<file path="config.mk">
export PLATFORM = sky130hd
export DESIGN_NAME = first_fit_memory_allocator
export DESIGN_NICKNAME = d
export VERILOG_FILES = /design/src/rtl/ffma_pkg.sv /design/src/rtl/ffma_outbuf.sv /design/src/rtl/first_fit_memory_allocator.sv
export VERILOG_INCLUDE_DIRS = /design/src /design/src/rtl
export SDC_FILE = /design/constraint.sdc
export NUM_CORES = 2
export LEC_CHECK = 0
export BUFFER_PORTS_ARGS = -buffer_cell sky130_fd_sc_hd__buf_2
export CAP_MARGIN = 5
export CELL_PAD_IN_SITES_DETAIL_PLACEMENT = 0
export CELL_PAD_IN_SITES_GLOBAL_PLACEMENT = 1
export CORE_MARGIN = 3
export CORE_UTILIZATION = 60
export CTS_BUF_LIST = sky130_fd_sc_hd__clkbuf_8
export CTS_CLUSTER_SIZE = 8
export DETAILED_ROUTE_END_ITERATION = 10
export GPL_ROUTABILITY_DRIVEN = 0
export PLACE_DENSITY_LB_ADDON = 0.1
export SLEW_MARGIN = 20
export SYNTH_ARGS = -nofsm -noshare
export SYNTH_HDL_FRONTEND = slang
export SYNTH_SLANG_ARGS = --single-unit
</file>
<file path="constraint.sdc">
create_clock -name clk -period 21.3 [get_ports clk]
set_input_delay 2.13 -clock clk [delete_from_list [all_inputs] [get_ports clk]]
set_output_delay 2.13 -clock clk [all_outputs]
set_load 0.02 [all_outputs]
</file>
<file path="src/rtl/assert_macros.svh">
// Assertion macros shared by the allocator RTL.
// Depends on a clock named clk and a synchronous reset named rst in scope.
`ifndef ASSERT_MACROS_SVH
`define ASSERT_MACROS_SVH

// Property holds at every clock edge outside reset.
`define ASSERT_CLK(lbl, prop, msg) \
  lbl: assert property (@(posedge clk) disable iff (rst) (prop)) else $error(msg);

// Antecedent in this cycle implies consequent in the next.
`define ASSERT_NEXT(lbl, ante, cons, msg) \
  lbl: assert property (@(posedge clk) disable iff (rst) (ante) |=> (cons)) else $error(msg);

`endif

</file>
<file path="src/rtl/ffma_pkg.sv">
// Shared types and constants of the first-fit allocator.
// No dependencies.
package ffma_pkg;

  localparam int MAX_BLOCKS_DEF = 16;
  localparam int WAIT_DEPTH_DEF = 16;

  localparam int TIME_W = 31;
  localparam int END_W  = 32;
  localparam int LEN_W  = 16;
  localparam int IDX_W  = 16;
  localparam int IN_DATA_W  = 80;
  localparam int OUT_DATA_W = 80;

  localparam logic REG_MEMORY_SIZE      = 1'b0;
  localparam logic REG_REPORT_PLACEMENTS = 1'b1;

  localparam logic KIND_PLACEMENT = 1'b0;
  localparam logic KIND_SUMMARY   = 1'b1;

  typedef struct packed {
    logic              kind;
    logic [TIME_W-1:0] event_time;
    logic [IDX_W-1:0]  proc_index;
    logic [LEN_W-1:0]  position;
    logic [15:0]       waited_count;
    logic              queue_overflow;
  } res_t;

endpackage

</file>
<file path="src/rtl/ffma_outbuf.sv">
// Result holding stage and output register; marks the last word of an item.
// Depends on ffma_pkg and assert_macros.svh.
`include "assert_macros.svh"

module ffma_outbuf
  import ffma_pkg::*;
(
  input  logic                  clk,
  input  logic                  rst,
  input  logic                  push,
  input  res_t                  push_res,
  input  logic                  flush,
  output logic                  ok,
  output logic                  m_axis_tvalid,
  input  logic                  m_axis_tready,
  // event_time[30:0], proc_index[46:31], position[62:47], waited_count[78:63],
  // queue_overflow[79]
  output logic [OUT_DATA_W-1:0] m_axis_tdata,
  // kind
  output logic                  m_axis_tuser,
  output logic                  m_axis_tlast
);

  logic pend_valid;
  res_t pend;
  res_t out_res;
  logic out_free;

  assign out_free = !m_axis_tvalid || m_axis_tready;
  assign ok       = !pend_valid || out_free;

  always_ff @(posedge clk) begin
    if (rst) begin
      pend_valid    <= 1'b0;
      m_axis_tvalid <= 1'b0;
    end else begin
      if (push && ok) begin
        pend       <= push_res;
        pend_valid <= 1'b1;
        if (pend_valid) begin
          out_res       <= pend;
          m_axis_tlast  <= 1'b0;
          m_axis_tvalid <= 1'b1;
        end else if (m_axis_tready) begin
          m_axis_tvalid <= 1'b0;
        end
      end else if (flush && ok && pend_valid) begin
        out_res       <= pend;
        m_axis_tlast  <= 1'b1;
        m_axis_tvalid <= 1'b1;
        pend_valid    <= 1'b0;
      end else if (m_axis_tready) begin
        m_axis_tvalid <= 1'b0;
      end
    end
  end

  assign m_axis_tuser = out_res.kind;
  assign m_axis_tdata = {out_res.queue_overflow, out_res.waited_count, out_res.position,
                         out_res.proc_index, out_res.event_time};

  `ASSERT_NEXT(a_push_held, push && ok, pend_valid, "pushed word not held")
  `ASSERT_NEXT(a_flush_empty, flush && ok, !pend_valid, "flush left a word behind")
  `ASSERT_NEXT(a_mid_word, push && ok && pend_valid, m_axis_tvalid && !m_axis_tlast,
               "earlier word not sent as non-final")

endmodule

</file>
<file path="src/rtl/first_fit_memory_allocator.sv">
// First-fit allocator with a FIFO wait queue; block table and queue in memories.
// Depends on ffma_pkg, ffma_outbuf and assert_macros.svh.
//
// channel  dir  tdata                                         tuser     tlast
// s_axis   in   arrive_time, mem_len, run_time                req_type  -
// m_axis   out  event_time, proc_index, position, waited, ovf kind      last_of_run
// cfg      in   cfg_addr selects memory_size / report_placements
//
// One item at a time; s_axis_tready is high only when idle. A table scan reads one
// entry per cycle from the block memory and checks each registered entry in turn.
// An arrival first releases due blocks group by group, retrying the wait queue after
// each release group; a queue retry or the arrival then runs fit passes, each a table
// scan while the candidate fits memory_size, until a gap fits or the placement fails.
// Results wait in one holding register; a new result or the final flush stalls while
// that register is full and the output word is not taken.
// Reset clears the valid bits and counters at once; no clearing pass.
`include "assert_macros.svh"

module first_fit_memory_allocator
  import ffma_pkg::*;
#(
  parameter int MAX_BLOCKS = MAX_BLOCKS_DEF,
  parameter int WAIT_DEPTH = WAIT_DEPTH_DEF
) (
  input  logic                  clk,
  input  logic                  rst,
  input  logic                  s_axis_tvalid,
  output logic                  s_axis_tready,
  // arrive_time[30:0], mem_len[46:31], run_time[77:47]
  input  logic [IN_DATA_W-1:0]  s_axis_tdata,
  // req_type
  input  logic                  s_axis_tuser,
  output logic                  m_axis_tvalid,
  input  logic                  m_axis_tready,
  // event_time[30:0], proc_index[46:31], position[62:47], waited_count[78:63],
  // queue_overflow[79]
  output logic [OUT_DATA_W-1:0] m_axis_tdata,
  // kind
  output logic                  m_axis_tuser,
  output logic                  m_axis_tlast,
  input  logic                  cfg_we,
  input  logic                  cfg_addr,
  input  logic [15:0]           cfg_wdata
);

  localparam int BW = $clog2(MAX_BLOCKS);
  localparam int WW = $clog2(WAIT_DEPTH);
  localparam int CW = $clog2(WAIT_DEPTH + 1);
  localparam int BLK_W = 2 * LEN_W + END_W;
  localparam int WQ_W  = IDX_W + LEN_W + TIME_W;

  typedef enum logic [12:0] {
    S_IDLE      = 13'b0000000000001,
    S_REL_START = 13'b0000000000010,
    S_REL_SCAN  = 13'b0000000000100,
    S_REL_APPLY = 13'b0000000001000,
    S_Q_RETRY   = 13'b0000000010000,
    S_Q_DATA    = 13'b0000000100000,
    S_PL_START  = 13'b0000001000000,
    S_PL_PASS   = 13'b0000010000000,
    S_FIT_SCAN  = 13'b0000100000000,
    S_PL_DONE   = 13'b0001000000000,
    S_PL_FAIL   = 13'b0010000000000,
    S_DRAIN_END = 13'b0100000000000,
    S_FLUSH     = 13'b1000000000000
  } state_t;

  state_t state;

  logic [15:0] memory_size;
  logic        report_placements;

  // request
  logic              r_drain;
  logic [TIME_W-1:0] r_t;
  logic [LEN_W-1:0]  r_len;
  logic [TIME_W-1:0] r_run;
  logic [IDX_W-1:0]  r_idx;

  // placement context
  logic [END_W-1:0]  p_t;
  logic [LEN_W-1:0]  p_len;
  logic [TIME_W-1:0] p_run;
  logic [IDX_W-1:0]  p_idx;
  logic              p_from_q;
  logic [BW-1:0]     p_slot;
  logic [LEN_W:0]    c;
  logic              ovl;
  logic [LEN_W:0]    maxend;

  // release context
  logic                  rel_any;
  logic [END_W-1:0]      rel_min;
  logic [MAX_BLOCKS-1:0] rel_mask;

  logic [MAX_BLOCKS-1:0] valid;
  logic [WW-1:0]         wait_head;
  logic [CW-1:0]         wait_count;
  logic [IDX_W-1:0]      next_index;
  logic [END_W-1:0]      last_release_time;
  logic [15:0]           waited_total;

  // memories
  logic [BLK_W-1:0] blk_mem [MAX_BLOCKS];
  logic [BLK_W-1:0] blk_rdata;
  logic [WQ_W-1:0]  wq_mem [WAIT_DEPTH];
  logic [WQ_W-1:0]  wq_rdata;
  logic             wq_rd_en;

  // scanner
  logic          sc_run;
  logic [BW-1:0] sc_addr;
  logic          chk;
  logic [BW-1:0] chk_idx;
  logic          chk_last;

  logic [LEN_W-1:0] s_start;
  logic [LEN_W-1:0] s_len;
  logic [END_W-1:0] s_end;
  logic [LEN_W:0]   s_stop;
  logic [LEN_W:0]   c_top;
  logic             chk_hit_valid;

  logic          slot_free;
  logic [BW-1:0] slot;

  logic [END_W:0]   end_sum;
  logic [END_W-1:0] end_sat;
  logic [CW:0]      tail_sum;
  logic [WW-1:0]    tail;
  logic [WW-1:0]    head_inc;

  logic push;
  logic flush;
  logic ok;
  res_t push_res;

  assign s_start = blk_rdata[LEN_W-1:0];
  assign s_len   = blk_rdata[2*LEN_W-1:LEN_W];
  assign s_end   = blk_rdata[BLK_W-1:2*LEN_W];
  assign s_stop  = {1'b0, s_start} + {1'b0, s_len};
  assign c_top   = c + {1'b0, p_len};
  assign chk_hit_valid = chk && valid[chk_idx];

  always_comb begin
    slot = '0;
    for (int i = MAX_BLOCKS - 1; i >= 0; i--) begin
      if (!valid[i]) begin
        slot = BW'(i);
      end
    end
  end
  assign slot_free = !(&valid);

  assign end_sum = {1'b0, p_t} + {2'b0, p_run};
  assign end_sat = end_sum[END_W] ? '1 : end_sum[END_W-1:0];

  assign tail_sum = (CW+1)'(wait_head) + (CW+1)'(wait_count);
  assign tail = (tail_sum >= (CW+1)'(WAIT_DEPTH)) ?
                WW'(tail_sum - (CW+1)'(WAIT_DEPTH)) : WW'(tail_sum);
  assign head_inc = (wait_head == WW'(WAIT_DEPTH - 1)) ? '0 : wait_head + 1'b1;

  assign s_axis_tready = (state == S_IDLE);

  always_ff @(posedge clk) begin
    if (rst) begin
      memory_size       <= 16'hFFFF;
      report_placements <= 1'b1;
    end else if (cfg_we) begin
      case (cfg_addr)
        REG_MEMORY_SIZE:       memory_size <= cfg_wdata;
        REG_REPORT_PLACEMENTS: report_placements <= cfg_wdata[0];
        default: ;
      endcase
    end
  end

  // block table and wait queue memories
  always_ff @(posedge clk) begin
    if (sc_run) begin
      blk_rdata <= blk_mem[sc_addr];
    end
    if (state == S_PL_DONE && !(push && !ok) && p_run != '0) begin
      blk_mem[p_slot] <= {end_sat, p_len, c[LEN_W-1:0]};
    end
  end

  always_ff @(posedge clk) begin
    if (wq_rd_en) begin
      wq_rdata <= wq_mem[wait_head];
    end
    if (state == S_PL_FAIL && !p_from_q && wait_count != CW'(WAIT_DEPTH)) begin
      wq_mem[tail] <= {r_run, r_len, r_idx};
    end
  end

  assign wq_rd_en = (state == S_Q_RETRY) && (wait_count != '0);

  // scanner: one read per cycle, checked in the cycle after the read
  always_ff @(posedge clk) begin
    if (rst) begin
      sc_run <= 1'b0;
      chk    <= 1'b0;
    end else begin
      chk      <= sc_run;
      chk_idx  <= sc_addr;
      chk_last <= (sc_addr == BW'(MAX_BLOCKS - 1));
      if (state == S_REL_START || (state == S_PL_PASS && c_top <= {1'b0, memory_size})) begin
        sc_run  <= 1'b1;
        sc_addr <= '0;
      end else if (sc_run) begin
        if (sc_addr == BW'(MAX_BLOCKS - 1)) begin
          sc_run <= 1'b0;
        end else begin
          sc_addr <= sc_addr + 1'b1;
        end
      end
    end
  end

  // result selection
  always_comb begin
    push     = 1'b0;
    push_res = '0;
    flush    = (state == S_FLUSH);
    case (state)
      S_PL_DONE: begin
        push                = report_placements;
        push_res.kind       = KIND_PLACEMENT;
        push_res.event_time = p_t[TIME_W-1:0];
        push_res.proc_index = p_idx;
        push_res.position   = c[LEN_W-1:0];
      end
      S_PL_FAIL: begin
        push                    = !p_from_q && (wait_count == CW'(WAIT_DEPTH));
        push_res.kind           = KIND_PLACEMENT;
        push_res.event_time     = r_t;
        push_res.proc_index     = r_idx;
        push_res.queue_overflow = 1'b1;
      end
      S_DRAIN_END: begin
        push                  = 1'b1;
        push_res.kind         = KIND_SUMMARY;
        push_res.event_time   = last_release_time[TIME_W-1:0];
        push_res.waited_count = waited_total;
      end
      default: ;
    endcase
  end

  always_ff @(posedge clk) begin
    if (rst) begin
      state             <= S_IDLE;
      valid             <= '0;
      wait_head         <= '0;
      wait_count        <= '0;
      next_index        <= IDX_W'(1);
      last_release_time <= '0;
      waited_total      <= '0;
    end else begin
      case (state)
        S_IDLE: begin
          if (s_axis_tvalid) begin
            r_drain <= s_axis_tuser;
            r_t     <= s_axis_tdata[30:0];
            r_len   <= s_axis_tdata[46:31];
            r_run   <= s_axis_tdata[77:47];
            r_idx   <= next_index;
            if (!s_axis_tuser) begin
              next_index <= next_index + 1'b1;
            end
            state <= S_REL_START;
          end
        end
        S_REL_START: begin
          rel_any  <= 1'b0;
          rel_mask <= '0;
          state    <= S_REL_SCAN;
        end
        S_REL_SCAN: begin
          if (chk_hit_valid && (r_drain || s_end <= {1'b0, r_t})) begin
            if (!rel_any || s_end < rel_min) begin
              rel_any  <= 1'b1;
              rel_min  <= s_end;
              rel_mask <= MAX_BLOCKS'(1) << chk_idx;
            end else if (s_end == rel_min) begin
              rel_mask <= rel_mask | (MAX_BLOCKS'(1) << chk_idx);
            end
          end
          if (chk && chk_last) begin
            state <= S_REL_APPLY;
          end
        end
        S_REL_APPLY: begin
          if (rel_any) begin
            valid             <= valid & ~rel_mask;
            last_release_time <= rel_min;
            p_t               <= rel_min;
            state             <= S_Q_RETRY;
          end else if (r_drain) begin
            state <= S_DRAIN_END;
          end else begin
            p_t      <= {1'b0, r_t};
            p_len    <= r_len;
            p_run    <= r_run;
            p_idx    <= r_idx;
            p_from_q <= 1'b0;
            state    <= S_PL_START;
          end
        end
        S_Q_RETRY: begin
          state <= (wait_count == '0) ? S_REL_START : S_Q_DATA;
        end
        S_Q_DATA: begin
          p_idx    <= wq_rdata[IDX_W-1:0];
          p_len    <= wq_rdata[IDX_W+LEN_W-1:IDX_W];
          p_run    <= wq_rdata[WQ_W-1:IDX_W+LEN_W];
          p_from_q <= 1'b1;
          state    <= S_PL_START;
        end
        S_PL_START: begin
          p_slot <= slot;
          c      <= '0;
          state  <= slot_free ? S_PL_PASS : S_PL_FAIL;
        end
        S_PL_PASS: begin
          ovl    <= 1'b0;
          maxend <= '0;
          state  <= (c_top <= {1'b0, memory_size}) ? S_FIT_SCAN : S_PL_FAIL;
        end
        S_FIT_SCAN: begin
          if (chk_hit_valid && {1'b0, s_start} < c_top && c < s_stop) begin
            ovl <= 1'b1;
            if (s_stop > maxend) begin
              maxend <= s_stop;
            end
          end
          if (chk && chk_last) begin
            state <= S_PL_DONE;
          end
        end
        S_PL_DONE: begin
          if (ovl) begin
            c     <= maxend;
            state <= S_PL_PASS;
          end else if (!(push && !ok)) begin
            if (p_run != '0) begin
              valid[p_slot] <= 1'b1;
            end
            if (p_from_q) begin
              wait_head  <= head_inc;
              wait_count <= wait_count - 1'b1;
              state      <= S_Q_RETRY;
            end else begin
              state <= S_FLUSH;
            end
          end
        end
        S_PL_FAIL: begin
          if (p_from_q) begin
            state <= S_REL_START;
          end else if (!(push && !ok)) begin
            if (waited_total != 16'hFFFF) begin
              waited_total <= waited_total + 1'b1;
            end
            if (wait_count != CW'(WAIT_DEPTH)) begin
              wait_count <= wait_count + 1'b1;
            end
            state <= S_FLUSH;
          end
        end
        S_DRAIN_END: begin
          if (ok) begin
            valid             <= '0;
            wait_head         <= '0;
            wait_count        <= '0;
            next_index        <= IDX_W'(1);
            last_release_time <= '0;
            waited_total      <= '0;
            state             <= S_FLUSH;
          end
        end
        S_FLUSH: begin
          if (ok) begin
            state <= S_IDLE;
          end
        end
        default: state <= S_IDLE;
      endcase
    end
  end

  ffma_outbuf u_outbuf (
    .clk           (clk),
    .rst           (rst),
    .push          (push && !(state == S_PL_DONE && ovl)),
    .push_res      (push_res),
    .flush         (flush),
    .ok            (ok),
    .m_axis_tvalid (m_axis_tvalid),
    .m_axis_tready (m_axis_tready),
    .m_axis_tdata  (m_axis_tdata),
    .m_axis_tuser  (m_axis_tuser),
    .m_axis_tlast  (m_axis_tlast)
  );

  `ASSERT_CLK(a_wait_bound, wait_count <= CW'(WAIT_DEPTH), "wait queue count out of range")
  `ASSERT_NEXT(a_drain_clears, state == S_DRAIN_END && ok,
               valid == '0 && wait_count == '0, "drain left live state")

endmodule

</file>
==> summary.log <==
[outcome] run status completed
[power] switching power share of the total 0.2233
[power] combinational share of power 0.047
[yosys] main combinational cell family by area after synthesis multiplexers
[yosys] syn_area_per_cell 19.44 um2
[clock_network] number of hold-repair buffers added at the cts stage 0
[timing] number of setup violations in the final report 0
[yosys] library cell with the largest summed area after synthesis edfxtp_1
[die] starting density of the core 0.6044
[die] area inside the core boundary 178800 um2
[die] floorplan die width 430.4 um
[placement] # port buffers 184
[grt] vias in the first global route 56270
[power] Peak VDD IR 0.00006276 V
[worst_hold_path] worst hold path class register to register
[final_layout] area taken by flip-flops and latches 80840 um2
[die] height of the die 430.4 um
[timing] Fin Clk Skew 88.24 ps
[detailed_routing] post-detailed-routing wire length 266300 um
[clock_network] setup bufs post-CTS 0
[worst_setup_path] arrival time at the worst endpoint 6210 ps
[detailed_routing] vias per inst 6.402
[yosys] XOR/XNOR Fraction of Synth Area 0.006565
[yosys] share of synthesized cell area in and, or, nand and nor gates 0.04089
[timing] accumulated negative setup slack 0 ps
[clock_network] CTS Buffer Depth 4
[power] relative contribution of sequential cells to total power 0.579
[yosys] post-synthesis instance area 108100 um2
[worst_setup_path] critical path startpoint category register
[yosys] top cells by area in the synthesized netlist edfxtp_1 (73%), mux4_2 (13%), ha_1 (2.3%)
[final_layout] count of nets after finishing 6371
[clock_network] clock latency on the worst-skew pair 1090 ps
[worst_setup_path] critical path start-end classification register to register
[job] maximum capacitance violations 0
[power] Cell Int Power 0.008168 W
[timing] total count of hold-check failures in the final report 0
[power] Clk network pwr share 0.374
[worst_setup_path] kind of end point of the critical path register
[yosys] post-synthesis sequential element count 2732
[die] Top Ports 187
[yosys] number of unique standard cell types used by synthesis 85
[final_layout] Area Growth Syn to Fin 10.92%
[clock_network] number of H-tree levels 5
[clock_network] CTS resizes 0
[clock_network] Clk Tree Root Cell clkbuf_8
[detailed_routing] remaining routing DRC violations 0
[worst_setup_path] worst reg-to-reg path cell count 16
[clock_network] CTS clk-pin slew, worst paths 70 ps
[final_layout] # fillers 11770
[clock_network] CTS Buf Count 439
[worst_setup_path] endpoint of the worst-slack reg-to-reg timing path sc_addr[1]$_SDFFCE_PP0P_
[timing] maximum clock rate 183.3 MHz
[worst_setup_path] data required time at the worst endpoint 22060 ps
[final_layout] layout cell share with drive strength beyond 1 0.2371
[yosys] Synth Area in Compound Gates 0.03104
[placement] Post-Place Cells 7977
[grt] maximum number of pins on one net before global-route repair 141
[detailed_routing] post-route antenna net violation count 0
[worst_setup_path] highest net fanout along the worst path 19
[worst_setup_path] CP endpoint sc_addr[1]$_SDFFCE_PP0P_
[yosys] nets in the synthesized netlist 5864
[clock_network] TritonCTS clock tree built
[yosys] async set-reset flop share out of synthesis 0
[clock_network] Clock Sinks 2732
[power] switching power 0.002348 W
[grt] global-route wire length before repair 387200 um
[power] cell area power density 87.72 nW/um2
[yosys] number of instances in the synthesized netlist 5558
[placement] placed wire-length estimate after detailed placement 153400 um
[worst_setup_path] R2R Path Start c[0]$_SDFFCE_PP0P_
[grt] initial antenna violation count 14
[yosys] Synthesis Warnings 0
[power] static leakage 40.07 nW
[die] Std-Cell Rows 155
[timing] final worst path period need 5457 ps
[final_layout] non-filler cells in the finished layout 8719
[detailed_routing] Starting DRT DRC Count 6469
[worst_setup_path] beginning of the critical path c[0]$_SDFFCE_PP0P_
[detailed_routing] number of vias after detailed routing 55820
[yosys] Primary FF master, synth edfxtp_1
[detailed_routing] First-pass DRT Iterations 9
[grt] global-route usage over all layers 0.2913
[timing] Max Slew Vio Count 0
[die] die area 185200 um2
[timing] ratio of final minimum period to clock period 0.2562
[timing] worst slew slack as a fraction of its limit 0.2579
[timing] slew at the pin with the worst max-slew slack 1113 ps
[detailed_routing] wire length per cell after detailed routing 30.54 um
[grt] total grt overflow 0
[timing] unrepaired setup endpoints after global routing false
[final_layout] combined area of the multi-input logic cells 25890 um2
[yosys] sequential cell area fraction in the yosys report 0.7478
[yosys] top cell type's share of synthesized area 0.7252
[worst_setup_path] reg2reg setup slack 15840 ps
[yosys] adder and majority cell fraction of the synthesized area 0.02404
[yosys] fraction of synthesized area in multiplexers 0.1341
[yosys] Post-synth EDFFs 2610
==> cell families (layout without fill, tap and decap cells) <==
kind of cell | after synthesis | in the layout
buf+inv | 436 | 1238
simple gates | 947 | 947
other cells | 0 | 4
fa+ha+maj | 205 | 205
xor+xnor | 81 | 81
compound gates | 509 | 509
mux | 648 | 648
flops | 2732 | 2732
==> synth_stat cells, types with 51 or more instances <==
master    number
edfxtp_1    2610
mux4_2       640
nand2_1      380
nor2_1       204
inv_1        199
ha_1         198
clkbuf_1     163
a21oi_1      144
dfxtp_1      122
o21ai_0      110
nand3_1       70
buf_1         59
nor3_1        51
==> flip-flops by register name, summed over array words and instances, names as in the netlist, 31 cells and up <==
register / count
blk_mem: 1024
blk_rdata: 64
rel_min: 32
r_run: 31
wq_rdata: 63
p_t: 32
p_run: 31
last_release_time: 31
wq_mem: 1008
u_outbuf.m_axis_tdata: 80
r_t: 31
u_outbuf.pend: 81
==> stage by stage <==
step	total power, W	hold slack [ps]	util	cell area (um2)	setup slack (ps)
after floorplan	0.006487	400.3	-	108100	11640
after global placement	0.006683	403.7	0.6276	112200	15370
after detailed placement	0.006694	404.5	0.6281	112300	15330
after CTS	0.01059	385.3	0.6700	119800	15830
after global routing	0.01089	398.4	0.6704	119900	15510
final	0.01052	389.6	0.6704	119900	15840
==> how the worst min path moves through the flow <==
| stage | end | cells after the start | slack, ps | from |
|---|---|---|---|---|
| 6_report | u_outbuf.m_axis_tdata[4]$_DFFE_PP_ | 0 | 390 | u_outbuf.pend[53]$_DFFE_PP_ |
| 5_1_grt | u_outbuf.m_axis_tdata[4]$_DFFE_PP_ | 0 | 400 | u_outbuf.pend[53]$_DFFE_PP_ |
| 4_1_cts | u_outbuf.m_axis_tdata[4]$_DFFE_PP_ | 0 | 390 | u_outbuf.pend[53]$_DFFE_PP_ |
| 3_5_place_dp | u_outbuf.m_axis_tdata[53]$_DFFE_PP_ | 0 | 400 | u_outbuf.pend[23]$_SDFFCE_PP0P_ |
| 3_3_place_gp | u_outbuf.m_axis_tdata[53]$_DFFE_PP_ | 0 | 400 | u_outbuf.pend[23]$_SDFFCE_PP0P_ |
| 2_1_floorplan | u_outbuf.m_axis_tdata[0]$_DFFE_PP_ | 0 | 400 | u_outbuf.pend[49]$_DFFE_PP_ |
==> cell type report <==
class / count / share of cell area
sequential: 2732 / 0.6744
clock inverter: 275 / 0.009519
antenna: 4 / 0.00008350
multi-input combinational: 2390 / 0.2160
tap: 2355 / 0.02458
clock buffer: 461 / 0.05293
inverter: 200 / 0.006304
timing repair buffer: 302 / 0.01626
==> metal layers <==
layer | wire length [um] | up-vias | track usage | part of all wire
met5 | 0 | - | 0 | 0
met4 | 7068 | 0 | 0.08270 | 0.027
met3 | 21390 | 385 | 0.05228 | 0.080
met2 | 131800 | 2602 | 0.4725 | 0.50
met1 | 106000 | 29350 | 0.4150 | 0.40
li1 | - | 23490 | - | -
==> placed cells by master, fill, tap and decap left out, types with 117 or more instances in the layout <==
| cell type | instances |
|---|---|
| buf_2 | 183 |
| edfxtp_1 | 2610 |
| inv_1 | 391 |
| dfxtp_1 | 117 |
| a21oi_1 | 141 |
| nand2_1 | 379 |
| nor2_1 | 172 |
| clkbuf_8 | 461 |
| ha_1 | 198 |
| mux4_2 | 640 |
==> power groups by stage <==
stage          logic (W)  clock network [W]  registers, W
2_1_floorplan   0.000346                  0       0.00614
3_3_place_gp    0.000496                  0       0.00619
3_5_place_dp    0.000501                  0       0.00619
4_1_cts         0.000504            0.00401       0.00608
5_1_grt         0.000546            0.00425       0.00609
6_report        0.000498            0.00393       0.00608
==> worst max-delay path, cell delays in order (launching register included) <==
cell and delay [ps]:
edfxtp_1 660, ha_1 360, fa_1 430, a211oi_1 320
o21ai_0 230, nor2b_1 190, o311ai_1 490, a21oi_1 190
a21oi_1 210, xnor2_1 170, ha_1 270, and4_1 240
a211oi_1 270, o22a_1 180, o21ai_1 290, or3_1 460
nand2_1 180
(Power assumes the default switching activity.)
